## src/hdl/mm3h_pkg.sv

```systemverilog
// Shared types and constants for the MurmurHash3 x86_32 key hasher.
// No dependencies; imported by the controller, the datapath and the top level.
package mm3h_pkg;

  localparam logic [31:0] MIX_C1     = 32'hcc9e2d51;
  localparam logic [31:0] MIX_C2     = 32'h1b873593;
  localparam logic [31:0] MIX_ADD    = 32'he6546b64;
  localparam logic [31:0] FIN_C1     = 32'h85ebca6b;
  localparam logic [31:0] FIN_C2     = 32'hc2b2ae35;
  localparam logic [31:0] SEED_RESET = 32'd1374629187;
  localparam logic [2:0]  FULL_BYTES = 3'd4;

  typedef enum logic [2:0] {
    ST_IDLE,
    ST_SCR1,
    ST_SCR2,
    ST_MIX,
    ST_FIN1,
    ST_FIN2,
    ST_EMIT
  } state_t;

  typedef struct packed {
    logic load;
    logic scr1;
    logic scr2;
    logic mix;
    logic fin1;
    logic fin2;
    logic emit;
  } dp_cmd_t;

  typedef struct packed {
    logic last;
    logic out_free;
  } dp_stat_t;

  function automatic logic [31:0] mask_bytes(input logic [31:0] w, input logic [2:0] nb);
    logic [31:0] m;
    case (nb)
      3'd0:    m = 32'h0000_0000;
      3'd1:    m = 32'h0000_00ff;
      3'd2:    m = 32'h0000_ffff;
      3'd3:    m = 32'h00ff_ffff;
      default: m = 32'hffff_ffff;
    endcase
    return w & m;
  endfunction

endpackage

```

## src/hdl/mm3h_dp.sv

```systemverilog
// Datapath of the key hasher: seed register, word scrambling, running hash,
// length counter, finaliser and output register. Depends on mm3h_pkg.
module mm3h_dp (
  input  logic            clk,
  input  logic            rst_n,
  input  logic            cfg_wr_en,
  input  logic [31:0]     cfg_wr_data,
  input  logic [31:0]     in_key_word,
  input  logic [2:0]      in_valid_bytes,
  input  logic            in_last_word,
  input  logic            out_ready,
  output logic            out_valid,
  output logic [31:0]     out_hash_value,
  input  mm3h_pkg::dp_cmd_t  cmd,
  output mm3h_pkg::dp_stat_t stat
);
  import mm3h_pkg::*;

  logic [31:0] seed_r;
  logic [31:0] h_r, h_nxt;
  logic [31:0] len_r, len_nxt;
  logic [31:0] k_r, k_nxt;
  logic [31:0] f_r, f_nxt;
  logic [2:0]  nb_r, nb_nxt;
  logic        last_r, last_nxt;
  logic        open_r, open_nxt;
  logic        out_valid_r, out_valid_nxt;
  logic [31:0] out_hash_r, out_hash_nxt;
  logic [2:0]  nb_eff;
  logic [31:0] hx, hrot, tfin, fsh;

  assign nb_eff = (!in_last_word || (in_valid_bytes > FULL_BYTES)) ? FULL_BYTES
                                                                   : in_valid_bytes;
  assign hx   = h_r ^ k_r;
  assign hrot = {hx[18:0], hx[31:19]};
  assign tfin = h_r ^ len_r;
  assign fsh  = f_r ^ {13'd0, f_r[31:13]};

  always_comb begin
    h_nxt         = h_r;
    len_nxt       = len_r;
    k_nxt         = k_r;
    f_nxt         = f_r;
    nb_nxt        = nb_r;
    last_nxt      = last_r;
    open_nxt      = open_r;
    out_valid_nxt = out_valid_r && !out_ready;
    out_hash_nxt  = out_hash_r;
    if (cmd.load) begin
      k_nxt    = mask_bytes(in_key_word, nb_eff);
      nb_nxt   = nb_eff;
      last_nxt = in_last_word;
      open_nxt = 1'b1;
      if (!open_r) begin
        h_nxt   = seed_r;
        len_nxt = 32'd0;
      end
    end
    if (cmd.scr1) begin
      k_nxt = k_r * MIX_C1;
    end
    if (cmd.scr2) begin
      k_nxt = {k_r[16:0], k_r[31:17]} * MIX_C2;
    end
    if (cmd.mix) begin
      len_nxt = len_r + {29'd0, nb_r};
      if (nb_r == FULL_BYTES) begin
        h_nxt = {hrot[29:0], 2'b00} + hrot + MIX_ADD;
      end else begin
        h_nxt = hx;
      end
      if (last_r) begin
        open_nxt = 1'b0;
      end
    end
    if (cmd.fin1) begin
      f_nxt = (tfin ^ {16'd0, tfin[31:16]}) * FIN_C1;
    end
    if (cmd.fin2) begin
      f_nxt = fsh * FIN_C2;
    end
    if (cmd.emit) begin
      out_valid_nxt = 1'b1;
      out_hash_nxt  = f_r ^ {16'd0, f_r[31:16]};
    end
  end

  always_ff @(posedge clk) begin
    if (!rst_n) begin
      seed_r      <= SEED_RESET;
      open_r      <= 1'b0;
      out_valid_r <= 1'b0;
    end else begin
      if (cfg_wr_en) begin
        seed_r <= cfg_wr_data;
      end
      open_r      <= open_nxt;
      out_valid_r <= out_valid_nxt;
    end
  end

  always_ff @(posedge clk) begin
    h_r        <= h_nxt;
    len_r      <= len_nxt;
    k_r        <= k_nxt;
    f_r        <= f_nxt;
    nb_r       <= nb_nxt;
    last_r     <= last_nxt;
    out_hash_r <= out_hash_nxt;
  end

  assign stat.last      = last_r;
  assign stat.out_free  = !out_valid_r || out_ready;
  assign out_valid      = out_valid_r;
  assign out_hash_value = out_hash_r;

  a_emit_needs_slot: assert property (@(posedge clk) disable iff (!rst_n)
    cmd.emit |-> (!out_valid_r || out_ready))
    else $error("result loaded over an unconsumed result");

  a_emit_sets_valid: assert property (@(posedge clk) disable iff (!rst_n)
    cmd.emit |=> out_valid_r)
    else $error("result not presented after emit");

  a_mix_last_closes: assert property (@(posedge clk) disable iff (!rst_n)
    (cmd.mix && last_r) |=> !open_r)
    else $error("key left open after its last word");

endmodule

```

## src/hdl/mm3h_ctrl.sv

```systemverilog
// Controller of the key hasher: sequences scrambling, mixing and finalising
// of one request at a time. Depends on mm3h_pkg.
module mm3h_ctrl (
  input  logic               clk,
  input  logic               rst_n,
  input  logic               in_valid,
  output logic               in_ready,
  output mm3h_pkg::dp_cmd_t  cmd,
  input  mm3h_pkg::dp_stat_t stat
);
  import mm3h_pkg::*;

  state_t state_r, state_nxt;

  always_ff @(posedge clk) begin
    if (!rst_n) begin
      state_r <= ST_IDLE;
    end else begin
      state_r <= state_nxt;
    end
  end

  always_comb begin
    state_nxt = state_r;
    cmd       = '0;
    in_ready  = 1'b0;
    unique case (state_r)
      ST_IDLE: begin
        in_ready = 1'b1;
        if (in_valid) begin
          cmd.load  = 1'b1;
          state_nxt = ST_SCR1;
        end
      end
      ST_SCR1: begin
        cmd.scr1  = 1'b1;
        state_nxt = ST_SCR2;
      end
      ST_SCR2: begin
        cmd.scr2  = 1'b1;
        state_nxt = ST_MIX;
      end
      ST_MIX: begin
        cmd.mix   = 1'b1;
        state_nxt = stat.last ? ST_FIN1 : ST_IDLE;
      end
      ST_FIN1: begin
        cmd.fin1  = 1'b1;
        state_nxt = ST_FIN2;
      end
      ST_FIN2: begin
        cmd.fin2  = 1'b1;
        state_nxt = ST_EMIT;
      end
      ST_EMIT: begin
        if (stat.out_free) begin
          cmd.emit  = 1'b1;
          state_nxt = ST_IDLE;
        end
      end
      default: begin
        state_nxt = ST_IDLE;
      end
    endcase
  end

  a_accept_starts: assert property (@(posedge clk) disable iff (!rst_n)
    (in_valid && in_ready) |=> (state_r == ST_SCR1))
    else $error("accepted request did not start scrambling");

  a_last_finalises: assert property (@(posedge clk) disable iff (!rst_n)
    (state_r == ST_MIX && stat.last) |=> (state_r == ST_FIN1))
    else $error("last word did not enter finalisation");

  a_emit_waits: assert property (@(posedge clk) disable iff (!rst_n)
    (state_r == ST_EMIT && !stat.out_free) |=> (state_r == ST_EMIT))
    else $error("result dropped while the output was occupied");

endmodule

```

## src/hdl/murmur3_32_key_hash_top.sv

```systemverilog
// Top level of the MurmurHash3 x86_32 key hasher.
// Instantiates mm3h_ctrl and mm3h_dp; depends on mm3h_pkg.
//
// A key is sent as a series of input requests, one little-endian 32-bit word
// each, the first key byte in bits 7:0. Words that are not the last count as
// four bytes. The last word, marked by in_last_word, carries 0 to 4 valid low
// bytes (5 to 7 count as 4) and yields one 32-bit hash on the output channel.
// The seed is written through cfg_wr_en and cfg_wr_data, and the user must do
// so only while the block is idle, as the block itself does not enforce it;
// it is taken when the first word of a key is accepted. A word is accepted
// only when the previous one has passed its scramble and hash update: the
// scramble holds two registered 32-bit multiplies followed by the hash update,
// all on one shared sequence. For a last word the finaliser adds two more
// multiplies and an output load, and the next word waits for that load.
// The result sits in an output register, so the next key may be accepted while
// a hash waits; if the receiver stalls, finalisation of a following key pauses
// until the register is free. Reset restores the seed to its default value,
// empties the output register and starts a fresh key.
module murmur3_32_key_hash_top (
  input  logic        clk,
  input  logic        rst_n,
  input  logic        cfg_wr_en,
  input  logic [31:0] cfg_wr_data,
  input  logic        in_valid,
  output logic        in_ready,
  input  logic [31:0] in_key_word,
  input  logic [2:0]  in_valid_bytes,
  input  logic        in_last_word,
  output logic        out_valid,
  input  logic        out_ready,
  output logic [31:0] out_hash_value
);
  import mm3h_pkg::*;

  dp_cmd_t  cmd;
  dp_stat_t stat;

  mm3h_ctrl u_ctrl (
    .clk      (clk),
    .rst_n    (rst_n),
    .in_valid (in_valid),
    .in_ready (in_ready),
    .cmd      (cmd),
    .stat     (stat)
  );

  mm3h_dp u_dp (
    .clk            (clk),
    .rst_n          (rst_n),
    .cfg_wr_en      (cfg_wr_en),
    .cfg_wr_data    (cfg_wr_data),
    .in_key_word    (in_key_word),
    .in_valid_bytes (in_valid_bytes),
    .in_last_word   (in_last_word),
    .out_ready      (out_ready),
    .out_valid      (out_valid),
    .out_hash_value (out_hash_value),
    .cmd            (cmd),
    .stat           (stat)
  );

endmodule

```

## config.mk

```make
export PLATFORM = sky130hd
export DESIGN_NAME = murmur3_32_key_hash_top
export DESIGN_NICKNAME = d
export VERILOG_FILES = /design/src/hdl/mm3h_pkg.sv /design/src/hdl/mm3h_dp.sv /design/src/hdl/mm3h_ctrl.sv /design/src/hdl/murmur3_32_key_hash_top.sv
export SDC_FILE = /design/constraint.sdc
export NUM_CORES = 2
export LEC_CHECK = 0
export BUFFER_PORTS_ARGS = -buffer_cell sky130_fd_sc_hd__clkbuf_2
export CAP_MARGIN = 15
export CORE_MARGIN = 2
export CORE_UTILIZATION = 25
export DETAILED_ROUTE_END_ITERATION = 6
export GPL_ROUTABILITY_DRIVEN = 0
export HOLD_SLACK_MARGIN = 0.1
export PLACE_DENSITY = 0.4
export SLEW_MARGIN = 20
export SYNTH_ARGS = -nofsm -noshare
export SYNTH_HDL_FRONTEND = slang
export SYNTH_SLANG_ARGS = --single-unit
```

## constraint.sdc

```tcl
create_clock -name clk -period 8 [get_ports clk]
set_input_delay 0.4 -clock clk [delete_from_list [all_inputs] [get_ports clk]]
set_output_delay 0.4 -clock clk [all_outputs]
set_load 0.005 [all_outputs]
```

==> flow_metrics.py <==
metrics = {
    "sta": {
        "fmax_mhz": 131,
        "hold_slack_ns": 0.110,
        "worst_slew_pin_slew_ns": 1.07,
        "min_period_over_period_pct": 95.1,
        "fin_crit_ns": 7.61,
        "slew_headroom_pct": 28.7,
        "finalHoldViolations": 0,
        "slew_violations": 0,
        "worst_clock_skew_ns": 0.0705,
        "finalSetupViolCount": 0,
    },
    "critical_path": {
        "r2r-start": "u_dp.f_r[7]",
        "cp_common_cell": "fa_1",
        "crit_chain": "xnor2_2 > buf_4 > xor2_1 > inv_1 > fa_1 > fa_1 > fa_1 > inv_1 > fa_1 > fa_1 > fa_1 > inv_1 > fa_1 > inv_1 > ha_1 > a21o_1 > a21oi_1 > o21ai_0 > a21o_1 > a31oi_1 > o211ai_1 > o41ai_1 > xor2_1 > mux2i_1",
        "critPathCaptureType": "flop",
        "arrival_ns": 7.91,
        "path_class": "flop to flop",
        "cp-start-kind": "flop",
        "crit_start": "u_dp.f_r[7]",
        "path_buf_inv": 5,
        "slowest_delay_ns": 0.58,
        "required_ns": 8.30,
        "cpMaxStageDelayCell": "fa_1",
        "crit_family": "adder cells",
        "critical_path.max_fanout": 10,
    },
    "drt": {
        "first_pass_iters": 5,
        "viasPerCell": 4.33,
        "drt_iter0_markers": 1685,
        "ant_nets": 0,
        "totalWireLength_um": 154000,
        "drc": 0,
        "post_drt_wl_per_cell_um": 21.8,
        "num_vias": 30700,
    },
    "yosys": {
        "synth_area_um2": 44500,
        "yosysWarnings": 0,
        "yosys_register_bits": 201,
        "yosys.area.top_type_share_pct": 32.9,
        "ys.flop_type": "edfxtp_1",
        "syn_inst": 4464,
        "yosysSeqAreaShare_pct": 12.7,
        "synth_top_area_cell": "fa_1",
        "async_flop_share_pct": 0,
        "avgSynthCellArea_um2": 9.97,
        "synth_edf_count": 164,
        "synth_area_leaders": "fa_1 33%, ha_1 23%, edfxtp_1 11%, inv_1 11%, xnor2_1 4.9%",
        "syn-num-nets": 6070,
        "yosysUniqueCellTypes": 76,
    },
    "global_route": {
        "gr-usage-all-layers_pct": 17.2,
        "grt_max_degree": 78,
        "first_global_vias": 33400,
        "grt_overflow": 0,
        "grt_pass1_wl_um": 228000,
        "antenna_found_initial": 5,
    },
    "die": {
        "rows": 154,
        "core-area_um2": 176000,
        "die_area_um2": 181000,
        "dieWidth_um": 426,
        "start_util_pct": 25.2,
        "ios": 107,
        "die_h_um": 426,
    },
    "cells_and_area": {
        "drive_gt1_share_pct": 7.41,
        "num-nets-final": 6335,
        "synthToLayoutAreaGrowth_pct": 13.2,
        "antenna_cells": 0,
    },
    "clock_tree": {
        "clkTransAtPathRegs_ns": 0.06,
        "h-tree-depth": 1,
        "cts-root-buf": "clkbuf_16",
        "clockBufferDepth": 3,
        "numCtsBuffers": 30,
        "cts_tree": "done",
        "clkLatencyLatePin_ns": 0.65,
        "cts_sinks": 201,
    },
    "placement": {
        "numPortBuffers": 106,
        "hpwlAfterDp_um": 137000,
    },
    "hold_path": {
        "worstHoldStart": "in_key_word[3]",
        "hp-class": "input pin to flop",
    },
    "job": {
        "timing.max_cap.violations": 0,
    },
    "status": {
        "outcome": "complete, no violations",
    },
}
-- layout make-up --
cell class              count  area [um2]
inverters                1282        4810
clock buffers              39         867
fillers                 18900      126000
clock inverters            16         178
well taps                2340        2930
repair buffers            279        1930
multi-input cells        2935       34000
flip-flops and latches    201        5670
-- worst reg2reg max path, cell delays in order (launching register included) --
cell and delay (ns):
edfxtp_1 0.48, xnor2_2 0.34, buf_4 0.29, xor2_1 0.23, inv_1 0.12, fa_1 0.44
fa_1 0.58, fa_1 0.42, inv_1 0.14, fa_1 0.47, fa_1 0.50, fa_1 0.49
inv_1 0.05, fa_1 0.47, inv_1 0.05, ha_1 0.33, a21o_1 0.20, a21oi_1 0.18
o21ai_0 0.11, a21o_1 0.18, a31oi_1 0.32, o211ai_1 0.20, o41ai_1 0.34, xor2_1 0.28
mux2i_1 0.11
-- flip-flops by register name, indices dropped and copies added, names as in the netlist --
register	count
u_dp.nb_r	3
u_dp.k_r	32
u_dp.open_r	1
u_dp.h_r	32
u_dp.seed_r	32
u_dp.len_r	32
u_ctrl.state_r	3
u_dp.out_hash_value	32
u_dp.f_r	32
u_dp.last_r	1
u_dp.out_valid	1
-- layout by cell type, fill, tap and decap left out, types with 39 or more instances in the layout --
cell	n
a21o_1	59
a21oi_1	141
buf_4	134
clkbuf_2	105
dlygate4sd3_1	39
edfxtp_1	164
fa_1	732
ha_1	801
inv_1	1280
mux2i_1	42
nand2_1	133
nor2_1	165
o21ai_0	114
xnor2_1	238
xor2_1	124
-- kinds of logic (layout without fill, tap and decap cells) --
kind of cell / after synthesis / after routing / synth area share (%)
flip-flops: 201 / 201 / 12.7
adder cells (fa/ha/maj): 1533 / 1533 / 55.4
buffers and inverters: 1328 / 1616 / 11.2
multiplexers: 48 / 48 / 1.10
AND/OR/NAND/NOR: 491 / 491 / 5.19
XOR/XNOR: 378 / 378 / 7.49
AO/OA/AOI/OAI: 485 / 485 / 6.88
-- layer usage --
layer	share of wire [%]	global-route usage, %
met1	45	23.2
met2	50	30.3
met3	3.5	1.52
met4	2.0	2.92
met5	0.0084	0
-- cell usage after synthesis (6+ instances only) --
library cell / number
o21a_1: 27
nand3_1: 22
mux2i_1: 42
edfxtp_1: 164
ha_1: 801
nand4_1: 11
or2_2: 11
nand2b_1: 19
and3_1: 11
nand2_1: 133
a41oi_1: 6
inv_1: 1281
a31oi_1: 18
a211oi_1: 20
dfxtp_1: 37
a22oi_1: 11
buf_1: 8
xor2_1: 128
a21oi_1: 141
or3_1: 19
a221o_1: 7
fa_1: 732
o211ai_1: 17
nor2b_1: 14
nor4_1: 8
o21ai_0: 115
clkbuf_1: 37
a21o_1: 59
o21bai_1: 12
and2_1: 11
nor3_1: 37
xnor2_1: 247
mux2_2: 6
nor2_1: 168
-- metrics by stage --
step / setup slack (ns) / cell area, um2 / cells / setup TNS [ns] / utilization (%)
floorplan: 0.772 / 44500 / 4464 / 0 / -
global placement: 0.102 / 48800 / 6996 / 0 / 27.7
detailed placement: 0.124 / 48900 / 6996 / 0 / 27.7
CTS: 0.0581 / 50300 / 7089 / 0 / 28.5
global route: -0.0197 / 50400 / 7092 / -0.0197 / 28.6
finish: 0.391 / 50400 / 7092 / 0 / 28.6
-- timing repair --
| action | 4_1_cts | 5_1_grt |
|---|---|---|
| setup endpoints to repair | 0 | 4 |
| hold buffers | 38 | 1 |
| hold endpoints to repair | 38 | 1 |
| resized for setup | 0 | 16 |
| buffers inserted | 0 | 2 |
-- final timing paths --
path / to / slack [ns] / depth (start not counted)
max: u_dp.f_r[30] / 0.39 / 24
min: u_dp.k_r[3] / 0.11 / 3
max reg2reg: u_dp.f_r[30] / 0.39 / 24
min reg2reg: u_dp.seed_r[24] / 0.47 / 2
Power is not shown: default switching activity piles up to over one toggle a cycle in this logic, so the estimate is an artifact.
